<file path="src/rtl/imaenc_pkg.sv">
// shared types, constants and tables for the ima adpcm frame encoder
`timescale 1ns / 1ps

package imaenc_pkg;

	localparam int unsigned FRAME_SAMPLES = 60;
	localparam int unsigned POS_W = (FRAME_SAMPLES > 2) ? $clog2(FRAME_SAMPLES) : 1;
	localparam int unsigned IDX_MAX = 88;
	localparam int unsigned OUT_DEPTH = 4;
	localparam int unsigned CNT_W = $clog2(OUT_DEPTH + 1);

	localparam logic signed [17:0] PRED_MAX = 18'sd32767;
	localparam logic signed [17:0] PRED_MIN = -18'sd32768;

	typedef struct packed {
		logic signed [15:0] predictor;
		logic [6:0]         step_index;
	} enc_state_t;

	typedef struct packed {
		logic [7:0] data_byte;
		logic       is_header;
		logic       frame_last;
	} out_entry_t;

	function automatic logic [14:0] step_val(input logic [6:0] idx);
		logic [14:0] v;
		unique case (idx)
			7'd0:  v = 15'd7;     7'd1:  v = 15'd8;     7'd2:  v = 15'd9;
			7'd3:  v = 15'd10;    7'd4:  v = 15'd11;    7'd5:  v = 15'd12;
			7'd6:  v = 15'd13;    7'd7:  v = 15'd14;    7'd8:  v = 15'd16;
			7'd9:  v = 15'd17;    7'd10: v = 15'd19;    7'd11: v = 15'd21;
			7'd12: v = 15'd23;    7'd13: v = 15'd25;    7'd14: v = 15'd28;
			7'd15: v = 15'd31;    7'd16: v = 15'd34;    7'd17: v = 15'd37;
			7'd18: v = 15'd41;    7'd19: v = 15'd45;    7'd20: v = 15'd50;
			7'd21: v = 15'd55;    7'd22: v = 15'd60;    7'd23: v = 15'd66;
			7'd24: v = 15'd73;    7'd25: v = 15'd80;    7'd26: v = 15'd88;
			7'd27: v = 15'd97;    7'd28: v = 15'd107;   7'd29: v = 15'd118;
			7'd30: v = 15'd130;   7'd31: v = 15'd143;   7'd32: v = 15'd157;
			7'd33: v = 15'd173;   7'd34: v = 15'd190;   7'd35: v = 15'd209;
			7'd36: v = 15'd230;   7'd37: v = 15'd253;   7'd38: v = 15'd279;
			7'd39: v = 15'd307;   7'd40: v = 15'd337;   7'd41: v = 15'd371;
			7'd42: v = 15'd408;   7'd43: v = 15'd449;   7'd44: v = 15'd494;
			7'd45: v = 15'd544;   7'd46: v = 15'd598;   7'd47: v = 15'd658;
			7'd48: v = 15'd724;   7'd49: v = 15'd796;   7'd50: v = 15'd876;
			7'd51: v = 15'd963;   7'd52: v = 15'd1060;  7'd53: v = 15'd1166;
			7'd54: v = 15'd1282;  7'd55: v = 15'd1411;  7'd56: v = 15'd1552;
			7'd57: v = 15'd1707;  7'd58: v = 15'd1878;  7'd59: v = 15'd2066;
			7'd60: v = 15'd2272;  7'd61: v = 15'd2499;  7'd62: v = 15'd2749;
			7'd63: v = 15'd3024;  7'd64: v = 15'd3327;  7'd65: v = 15'd3660;
			7'd66: v = 15'd4026;  7'd67: v = 15'd4428;  7'd68: v = 15'd4871;
			7'd69: v = 15'd5358;  7'd70: v = 15'd5894;  7'd71: v = 15'd6484;
			7'd72: v = 15'd7132;  7'd73: v = 15'd7845;  7'd74: v = 15'd8630;
			7'd75: v = 15'd9493;  7'd76: v = 15'd10442; 7'd77: v = 15'd11487;
			7'd78: v = 15'd12635; 7'd79: v = 15'd13899; 7'd80: v = 15'd15289;
			7'd81: v = 15'd16818; 7'd82: v = 15'd18500; 7'd83: v = 15'd20350;
			7'd84: v = 15'd22385; 7'd85: v = 15'd24623; 7'd86: v = 15'd27086;
			7'd87: v = 15'd29794;
			default: v = 15'd32767;
		endcase
		return v;
	endfunction

	function automatic logic signed [4:0] idx_adj(input logic [2:0] mag_code);
		logic signed [4:0] a;
		unique case (mag_code)
			3'd4:    a = 5'sd2;
			3'd5:    a = 5'sd4;
			3'd6:    a = 5'sd6;
			3'd7:    a = 5'sd8;
			default: a = -5'sd1;
		endcase
		return a;
	endfunction

endpackage

</file>
<file path="src/rtl/ima_adpcm_frame_encoder.sv">
// top level: framed 4-bit ima adpcm encoder with a four-entry output buffer
// an accepted sample is registered in the input stage, then its bytes are loaded into the output buffer
// throughput: one sample per cycle while m_tready stays high; the frame-start sample holds the encoder
// while its header drains; the rate is set by the four-entry output shift buffer, which reloads
// only once it is empty or as its last byte leaves
// reset: arst_n clears predictor, step index, frame position, pending nibble, input valid, count
`timescale 1ns / 1ps

module ima_adpcm_frame_encoder (
	input  logic        clk,
	input  logic        arst_n,
	input  logic        s_tvalid,
	output logic        s_tready,
	input  logic [15:0] s_tdata,  // [15:0] sample
	output logic        m_tvalid,
	input  logic        m_tready,
	output logic [7:0]  m_tdata,  // [7:0] data_byte
	output logic        m_tuser,  // [0] is_header
	output logic        m_tlast   // frame_last
);
	import imaenc_pkg::*;

	// input stage
	logic               vld_s1;
	logic signed [15:0] sample_s1;

	// encoder state
	enc_state_t         st_q;
	enc_state_t         st_nxt;
	logic [POS_W-1:0]   pos_q;
	logic [3:0]         pend_q;
	logic [3:0]         code;

	// output shift buffer, entry 0 faces the port
	out_entry_t         obuf_q [OUT_DEPTH];
	out_entry_t         load   [OUT_DEPTH];
	logic [CNT_W-1:0]   cnt_q;
	logic [CNT_W-1:0]   load_cnt;

	logic               pop;
	logic               fire;
	logic               frame_start;
	logic               is_last;

	imaenc_core u_core (
		.sample (sample_s1),
		.cur    (st_q),
		.code   (code),
		.nxt    (st_nxt)
	);

	assign pop  = m_tvalid && m_tready;
	// the staged sample may move on once the buffer is empty or its last byte is leaving
	assign fire = vld_s1 && ((cnt_q == '0) || ((cnt_q == CNT_W'(1)) && m_tready));
	assign s_tready = !vld_s1 || fire;

	assign frame_start = (pos_q == '0);
	assign is_last     = (pos_q == POS_W'(FRAME_SAMPLES - 1));

	// results of the staged sample
	always_comb begin
		for (int i = 0; i < OUT_DEPTH; i++) begin
			load[i] = '0;
		end
		load_cnt = '0;
		if (frame_start) begin
			// header carries the state from before this sample
			load[0]  = '{data_byte: st_q.predictor[7:0], is_header: 1'b1, frame_last: 1'b0};
			load[1]  = '{data_byte: st_q.predictor[15:8], is_header: 1'b1, frame_last: 1'b0};
			load[2]  = '{data_byte: {1'b0, st_q.step_index}, is_header: 1'b1, frame_last: 1'b0};
			load[3]  = '{data_byte: 8'd0, is_header: 1'b1, frame_last: 1'b0};
			load_cnt = CNT_W'(OUT_DEPTH);
		end else if (pos_q[0]) begin
			// odd position: pair with the waiting nibble
			load[0]  = '{data_byte: {code, pend_q}, is_header: 1'b0, frame_last: is_last};
			load_cnt = CNT_W'(1);
		end else if (is_last) begin
			// odd frame length: last code stands alone in the low nibble
			load[0]  = '{data_byte: {4'd0, code}, is_header: 1'b0, frame_last: 1'b1};
			load_cnt = CNT_W'(1);
		end
	end

	always_ff @(posedge clk or negedge arst_n) begin
		if (!arst_n) begin
			vld_s1 <= 1'b0;
		end else if (s_tready) begin
			vld_s1 <= s_tvalid;
		end
	end

	always_ff @(posedge clk) begin
		if (s_tready && s_tvalid) begin
			sample_s1 <= s_tdata;
		end
	end

	always_ff @(posedge clk or negedge arst_n) begin
		if (!arst_n) begin
			st_q   <= '0;
			pos_q  <= '0;
			pend_q <= '0;
		end else if (fire) begin
			st_q   <= st_nxt;
			pos_q  <= is_last ? '0 : pos_q + POS_W'(1);
			pend_q <= code;
		end
	end

	always_ff @(posedge clk or negedge arst_n) begin
		if (!arst_n) begin
			cnt_q <= '0;
		end else if (fire) begin
			cnt_q <= load_cnt;
		end else if (pop) begin
			cnt_q <= cnt_q - CNT_W'(1);
		end
	end

	always_ff @(posedge clk) begin
		if (fire) begin
			for (int i = 0; i < OUT_DEPTH; i++) begin
				obuf_q[i] <= load[i];
			end
		end else if (pop) begin
			for (int i = 0; i < OUT_DEPTH - 1; i++) begin
				obuf_q[i] <= obuf_q[i+1];
			end
		end
	end

	assign m_tvalid = (cnt_q != '0);
	assign m_tdata  = obuf_q[0].data_byte;
	assign m_tuser  = obuf_q[0].is_header;
	assign m_tlast  = obuf_q[0].frame_last;

endmodule

</file>
<file path="src/rtl/imaenc_core.sv">
// one ima adpcm encode step: code and next predictor / step index
`timescale 1ns / 1ps

module imaenc_core (
	input  logic signed [15:0]     sample,
	input  imaenc_pkg::enc_state_t cur,
	output logic [3:0]             code,
	output imaenc_pkg::enc_state_t nxt
);
	import imaenc_pkg::*;

	logic [14:0]        step;
	logic [14:0]        half;
	logic [14:0]        quarter;
	logic signed [16:0] diff;
	logic               neg;
	logic [16:0]        mag0;
	logic [16:0]        mag1;
	logic [16:0]        mag2;
	logic               b2;
	logic               b1;
	logic               b0;
	logic [16:0]        delta;
	logic signed [17:0] pred_sum;
	logic signed [7:0]  idx_sum;

	always_comb begin
		step    = step_val(cur.step_index);
		half    = step >> 1;
		quarter = step >> 2;
		diff    = 17'(sample) - 17'(cur.predictor);
		neg     = diff[16];
		mag0    = neg ? 17'(-diff) : 17'(diff);

		// successive approximation over three magnitude bits
		b2   = mag0 >= {2'b00, step};
		mag1 = b2 ? mag0 - {2'b00, step} : mag0;
		b1   = mag1 >= {2'b00, half};
		mag2 = b1 ? mag1 - {2'b00, half} : mag1;
		b0   = mag2 >= {2'b00, quarter};

		delta = {2'b00, step >> 3}
			+ (b2 ? {2'b00, step} : 17'd0)
			+ (b1 ? {2'b00, half} : 17'd0)
			+ (b0 ? {2'b00, quarter} : 17'd0);

		code = {neg, b2, b1, b0};

		pred_sum = neg ? 18'(cur.predictor) - $signed({1'b0, delta})
			: 18'(cur.predictor) + $signed({1'b0, delta});
		if (pred_sum > PRED_MAX) begin
			nxt.predictor = 16'sd32767;
		end else if (pred_sum < PRED_MIN) begin
			nxt.predictor = -16'sd32768;
		end else begin
			nxt.predictor = pred_sum[15:0];
		end

		idx_sum = $signed({1'b0, cur.step_index}) + 8'(idx_adj({b2, b1, b0}));
		if (idx_sum < 8'sd0) begin
			nxt.step_index = 7'd0;
		end else if (idx_sum > $signed(8'(IDX_MAX))) begin
			nxt.step_index = 7'(IDX_MAX);
		end else begin
			nxt.step_index = idx_sum[6:0];
		end
	end

endmodule
</file>
<file path="config.mk">
export PLATFORM = sky130hd
export DESIGN_NAME = ima_adpcm_frame_encoder
export DESIGN_NICKNAME = d
export VERILOG_FILES = /design/src/rtl/imaenc_pkg.sv /design/src/rtl/ima_adpcm_frame_encoder.sv /design/src/rtl/imaenc_core.sv
export SDC_FILE = /design/constraint.sdc
export NUM_CORES = 1
export LEC_CHECK = 0
export ABC_AREA = 1
export BUFFER_PORTS_ARGS = -buffer_cell sky130_fd_sc_hd__buf_2
export CAP_MARGIN = 5
export CORE_MARGIN = 4
export CORE_UTILIZATION = 54
export DETAILED_ROUTE_END_ITERATION = 16
export HOLD_SLACK_MARGIN = 0.1
export PLACE_DENSITY = 0.74
export REMOVE_ABC_BUFFERS = 1
export SLEW_MARGIN = 20
export SYNTH_ARGS = -nofsm -noshare
export SYNTH_HDL_FRONTEND = slang
export SYNTH_SLANG_ARGS = --single-unit
</file>
<file path="constraint.sdc">
create_clock -name clk -period 28 [get_ports clk]
set_input_delay 5.6 -clock clk [delete_from_list [all_inputs] [get_ports clk]]
set_output_delay 5.6 -clock clk [all_outputs]
set_load 0.05 [all_outputs]
</file>
# Word-level counts from Yosys, hierarchy flattened
# Memories as Yosys holds them, arrays and structs flattened.
# Cells that the tools add are included.
word_totals:
  reg_bits: 53
  latchBits: 0
  ram_bits: 40
  romBits: 1920
  output_inout_bits: 12
  mem_count: 2
classes:
  addsub: 12
  mul: 0
  n_div: 0
  order_cmp: 7
  eq_ne: 6
  n_shift: 0
  mux: 30
  n_bitwise: 3
  reduce_logical: 11
memory_table:
  columns: ["name", "depth", "word_bits", "read_ports", "rd_clocked_by_memory_dff", "write_ports", "line", "rtl"]
  rows:
  - ["(no name shown)", 128, 15, 1, 0, 0, "imaenc_pkg.sv:28", "unique case (idx)"]
  - ["obuf_q", 4, 10, 4, 0, 4, "ima_adpcm_frame_encoder.sv:35", "out_entry_t obuf_q [OUT_DEPTH];"]
op_table:
  columns: ["op", "count"]
  rows:
  - ["$mux W17", 3]
  - ["$mux W10", 5]
  - ["$add A17 B17 Y17", 2]
  - ["$mux W16", 2]
  - ["$mux W30", 1]
  - ["$pmux W5 S4", 1]
  - ["$add A16 B18 Y18", 1]
  - ["$gt A18 B16 Y1 const B", 1]
  - ["$lt A18 B16 Y1 const B", 1]
  - ["$mux W18", 1]
  - ["$sub A16 B18 Y18", 1]
  - ["$add A12 B17 Y17", 1]
  - ["$ge A17 B13 Y1", 1]
  - ["$ge A17 B14 Y1", 1]
  - ["$ge A17 B15 Y1", 1]
  - ["$neg A17 Y17", 1]
  - ["$sub A16 B16 Y17", 1]
  - ["$sub A17 B14 Y17", 1]
  - ["$sub A17 B15 Y17", 1]
  - ["$mux W15", 1]
  - ["$mux W14", 1]
  - ["$mux W7", 2]
  - ["$mux W13", 1]
  - ["$eq A3 B3 Y1 const B", 4]
  - ["other kinds (18)", 33]

# Depth between registers and ports, before layout
logic_depth:
  depth_word: 15
  depth_mapped: 96
  mapped_depth_nobuf: 90

# By module
# Synthesis repeated with hierarchy kept, for this count alone.
unflattened:
  cells_unflattened: 1765
  hier_area_um2: 11853.9
modules_own_cells:
  columns: ["mod", "instances", "cells_per_inst", "area_per_inst_um2"]
  rows:
  - ["imaenc_core", 1, 1417, 8301.7]
  - ["ima_adpcm_frame_encoder", 1, 348, 3552.2]

# Worst setup path after synthesis
# Ideal clock, no wire load.
synth_timing:
  path_kind: "register to register"
  start: "reg st_q[2] in the netlist's numbering"
  end: "reg st_q[19] in the netlist's numbering"
  setup_ns: 0.117
  arrival_time_ns: 13.238
  required_ns: 27.883
  slack_ns: 14.645
  path_stages_with_launch: 87
  path_buffers: 6
  path_cell_list: "dfrtp_1 inv_1 clkbuf_1 ha_1 nor2_1 nor2_1 a2111oi_0 o21ai_0 o22ai_1 ha_1 a21oi_1 o21a_1 nand2_1 a21boi_1 o21ai_0 a21boi_2 nand4_4 inv_1 [... 51 more ...] xor2_1 inv_1 ha_1 nand2_1 nor4_1 nand2_1 o2111ai_1 a21o_1 a21oi_1 xor2_1 inv_1 nand3_1 nand2_1 o21ai_1 buf_4 nand2_1 nand2_1 nand2_1"
synth_between:
  elab_chain_cells: 13
  elab_cells_between_ends: 21
  cone_classes: "add/sub: 7; order compare: 5; mux: 8; memory: 1"
synth_rtl:
  columns: ["item", "line", "rtl"]
  rows:
  - ["start: declaration", "ima_adpcm_frame_encoder.sv:28", "enc_state_t st_q;"]
  - ["start signal: assignment", "ima_adpcm_frame_encoder.sv:104", "st_q <= st_nxt;"]
  - ["$mem_v2 Z128 W15 (*)", null, null]
  - ["$sub A17 B15 Y17 / $ge A17 B15 Y1 (equally long branches)", "imaenc_core.sv:37, imaenc_core.sv:36", null]
  - ["$mux W17", "imaenc_core.sv:37", "mag1 = b2 ? mag0 - {2'b00, step} : mag0;"]
  - ["$sub A17 B14 Y17 / $ge A17 B14 Y1 (equally long branches)", "imaenc_core.sv:39, imaenc_core.sv:38", null]
  - ["$mux W17", "imaenc_core.sv:39", "mag2 = b1 ? mag1 - {2'b00, half} : mag1;"]
  - ["$ge A17 B13 Y1", "imaenc_core.sv:40", "b0 = mag2 >= {2'b00, quarter};"]
  - ["$mux W13", "imaenc_core.sv:45", "+ (b0 ? {2'b00, quarter} : 17'd0);"]
  - ["$add A17 B17 Y17 (*)", "imaenc_core.sv:45", null]
  - ["$add A16 B18 Y18 / $sub A16 B18 Y18 (equally long branches)", "imaenc_core.sv:50, imaenc_core.sv:49", null]
  - ["$mux W18 (*)", "imaenc_core.sv:49", "pred_sum = neg ? 18'(cur.predictor) - $signed({1'b0, delta})"]
  - ["$lt A18 B16 Y1", "imaenc_core.sv:53", "end else if (pred_sum < PRED_MIN) begin"]
  - ["$mux W16", "imaenc_core.sv:53", null]
  - ["$mux W16 (*)", "imaenc_core.sv:51", "if (pred_sum > PRED_MAX) begin"]
# Mark *: on every way between the ends. The rest lies on a longest branch, timed or not.
# A chain may end at the register's enable or synchronous reset.

# Final worst setup path
layout_timing:
  start: "reg st_q[2] in the netlist's numbering"
  end: "reg st_q[13] in the netlist's numbering"
# Same word-level chain as after synthesis.

==> reports/qor.txt <==
Initial antenna violation count: 0
Drt wl/cell: 16.3 um
Area share of the largest cell type after synthesis: 0.147
Yosys top cell by area: nand2_1
Unrepaired setup endpoints after global routing: no
First-pass GRT wire length: 50,800 um
Post-Place Worst Slack: 12,300 ps
Clk buf depth: 2
WS Path Type: reg2reg
Post-layout min period: 15,910 ps
Initial Utilization: 0.552
Crit. End Element: register
Synth Flop Type: edfxtp_1
CP required: 28,230 ps
CTS tree: done
Final setup violation count: 0
Largest net degree at the start of global routing: 38
Final worst-path cycle share: 0.568
Most used cell, CP: nand2_1
Final Wtd Congestion: 1.07
Area growth from synthesis to layout: 5.86%
Count leader, synth: nand2_1
Number of global-route vias before repair: 10,300
GRT overflow: 0
# clock sinks: 81
Vias: 10,900
Synthesized area: 11,200 um^2
Final nets: 1,840
Number of diodes: 0
Placed cell count: 1,918
Worst Path Max Fanout: 33
Synth async-reset ratio: 0.457
Worst skew pair latency: 350 ps
Post-detailed-route via-to-cell ratio: 5.65
Post-DP HPWL: 24,700 um
Filler Cells Inserted: 1,951
Max-Cap Viols: 0
Post-CTS Setup Bufs: 0
Core Util, Final: 0.584
Ports: 32
Gate Count Post-Synth: 1,653
CP max-delay cell: dfrtp_1
Critical Path AT: 16,150 ps
DRC viols: 0
GRT Resource Usage Total: 0.266
Synth warn: 0
H-tree lvl count: 3
Port Buffers: 31
First-pass detailed-route iteration total: 9
Setup Skew: 8.49 ps
Layout Cells excl Fill: 1,934
TNS Setup: 0 ps
Post-synth EDFFs: 44
CTS Hold Bufs: 0
Hold Fails Final Rpt: 0
Full die area: 23,200 um^2
Post-synthesis sequential area ratio: 0.200
Flop and latch count out of synthesis: 81
Peak Freq: 62.8 MHz
Max-slew violations: 0
Total Routed Length: 31,600 um
Die W: 152 um
Count of unique library cells instantiated by Yosys: 62
Post-route setup slack: 12,090 ps
Status: finished, final reports clean
Hold Path Class: reg2reg
Slowest stage delay, CP: 960 ps
CTS resizes: 0
CTS buffer count: 9
Synth cell count leaders: nand2_1 (441), inv_1 (254), nor2_1 (139)
Cell row count: 52
DR iter-0 viols: 1,168
Slew HR: 0.371
Pin slew with the least headroom to its limit: 944 ps
Cell at the root of the clock tree: clkbuf_16
Clock transition at path regs: 70 ps
Die height: 152 um
Top cells by area, synth: nand2_1 (15%), ha_1 (15%), edfxtp_1 (12%)
Worst setup SP type: register
Core Box Area: 20,400 um^2
Syn avg cell area: 6.80 um^2
Remaining antenna violation count: 0
Layout cells sized above 1: 0.0583
[layout make-up]
type,instances,area [um^2],share of cell area
Inverter,263,990,0.0832
Timing Repair Buffer,41,230,0.0194
Clock inverter,7,71.3,0.00599
Multi-Input combinational cell,1263,7790,0.655
Clock buffer,9,225,0.0189
Sequential cell,81,2250,0.189
Tap cell,270,338,0.0284
[logic make-up (layout without fill, tap and decap cells)]
logic type | Yosys count | in the layout | share of synthesized area
simple gates | 711 | 711 | 0.264
compound gates | 301 | 301 | 0.158
buf+inv | 309 | 320 | 0.107
xor+xnor | 90 | 90 | 0.0715
flops | 81 | 81 | 0.200
fa+ha+maj | 161 | 161 | 0.199
[routing by layer]
| layer | GRT usage | up-vias | part of all wire |
|---|---|---|---|
| li1 | - | 5410 | - |
| met1 | 0.368 | 5008 | 0.44 |
| met2 | 0.431 | 423 | 0.45 |
| met3 | 0.0398 | 78 | 0.076 |
| met4 | 0.0856 | 0 | 0.028 |
| met5 | 0 | - | 0 |
[state kept, by name (all words and copies together), names as in the netlist]
name	count
obuf_q	28
st_q	23
sample_s1	16
pos_q	6
pend_q	4
cnt_q	3
vld_s1	1
[layout by cell type (no fill, tap or decap), types with 7 or more instances in the layout]
cell type and instances:
a21oi_1 105, a221oi_1 8, a31oi_1 8, buf_2 31, buf_4 10, clkbuf_16 9, dfrtp_1 37, edfxtp_1 44
fa_1 30, ha_1 131, inv_1 254, nand2_1 441, nand3_1 61, nand4_1 15, nor2_1 138, nor3_1 15
o2111ai_1 7, o211ai_1 7, o21ai_0 98, o21bai_1 14, o22ai_1 7, xnor2_1 30, xor2_1 58
[per-stage QoR]
stage               hold slack, ps  instance area [um^2]
finish                         497                 11900
global route                   514                 11900
CTS                            490                 11900
detailed placement             473                 11600
global placement               474                 11600
floorplan                      450                 11000
[final timing paths]
| check | slack (ps) | endpoint | from | cells past startpoint |
|---|---|---|---|---|
| worst max register to register | 12090 | st_q[13]$_DFFE_PN0P_ | st_q[2]$_DFFE_PN0P_ | 80 |
| max in group asynchronous | 22050 | vld_s1$_DFFE_PN0N_ | arst_n | 1 |
| min in group asynchronous | 5380 | pos_q[5]$_DFFE_PN0P_ | arst_n | 1 |
| worst max-delay path | 12090 | st_q[13]$_DFFE_PN0P_ | st_q[2]$_DFFE_PN0P_ | 80 |
| worst min-delay path | 500 | pend_q[0]$_DFFE_PN0P_ | pend_q[0]$_DFFE_PN0P_ | 2 |
| worst min register to register | 500 | pend_q[0]$_DFFE_PN0P_ | pend_q[0]$_DFFE_PN0P_ | 2 |
[worst max-delay path: cells and delay by family, from the launching register on]
kind	cells	cell delay, ps
simple gates	30	4680
compound gates	27	4660
fa+ha+maj	8	2910
buf+inv	12	2070
flops	1	960
xor+xnor	3	460
Power is left out: the tool's default activity adds up to more than one toggle a clock period on the data nets, which glitch-free logic cannot reach.
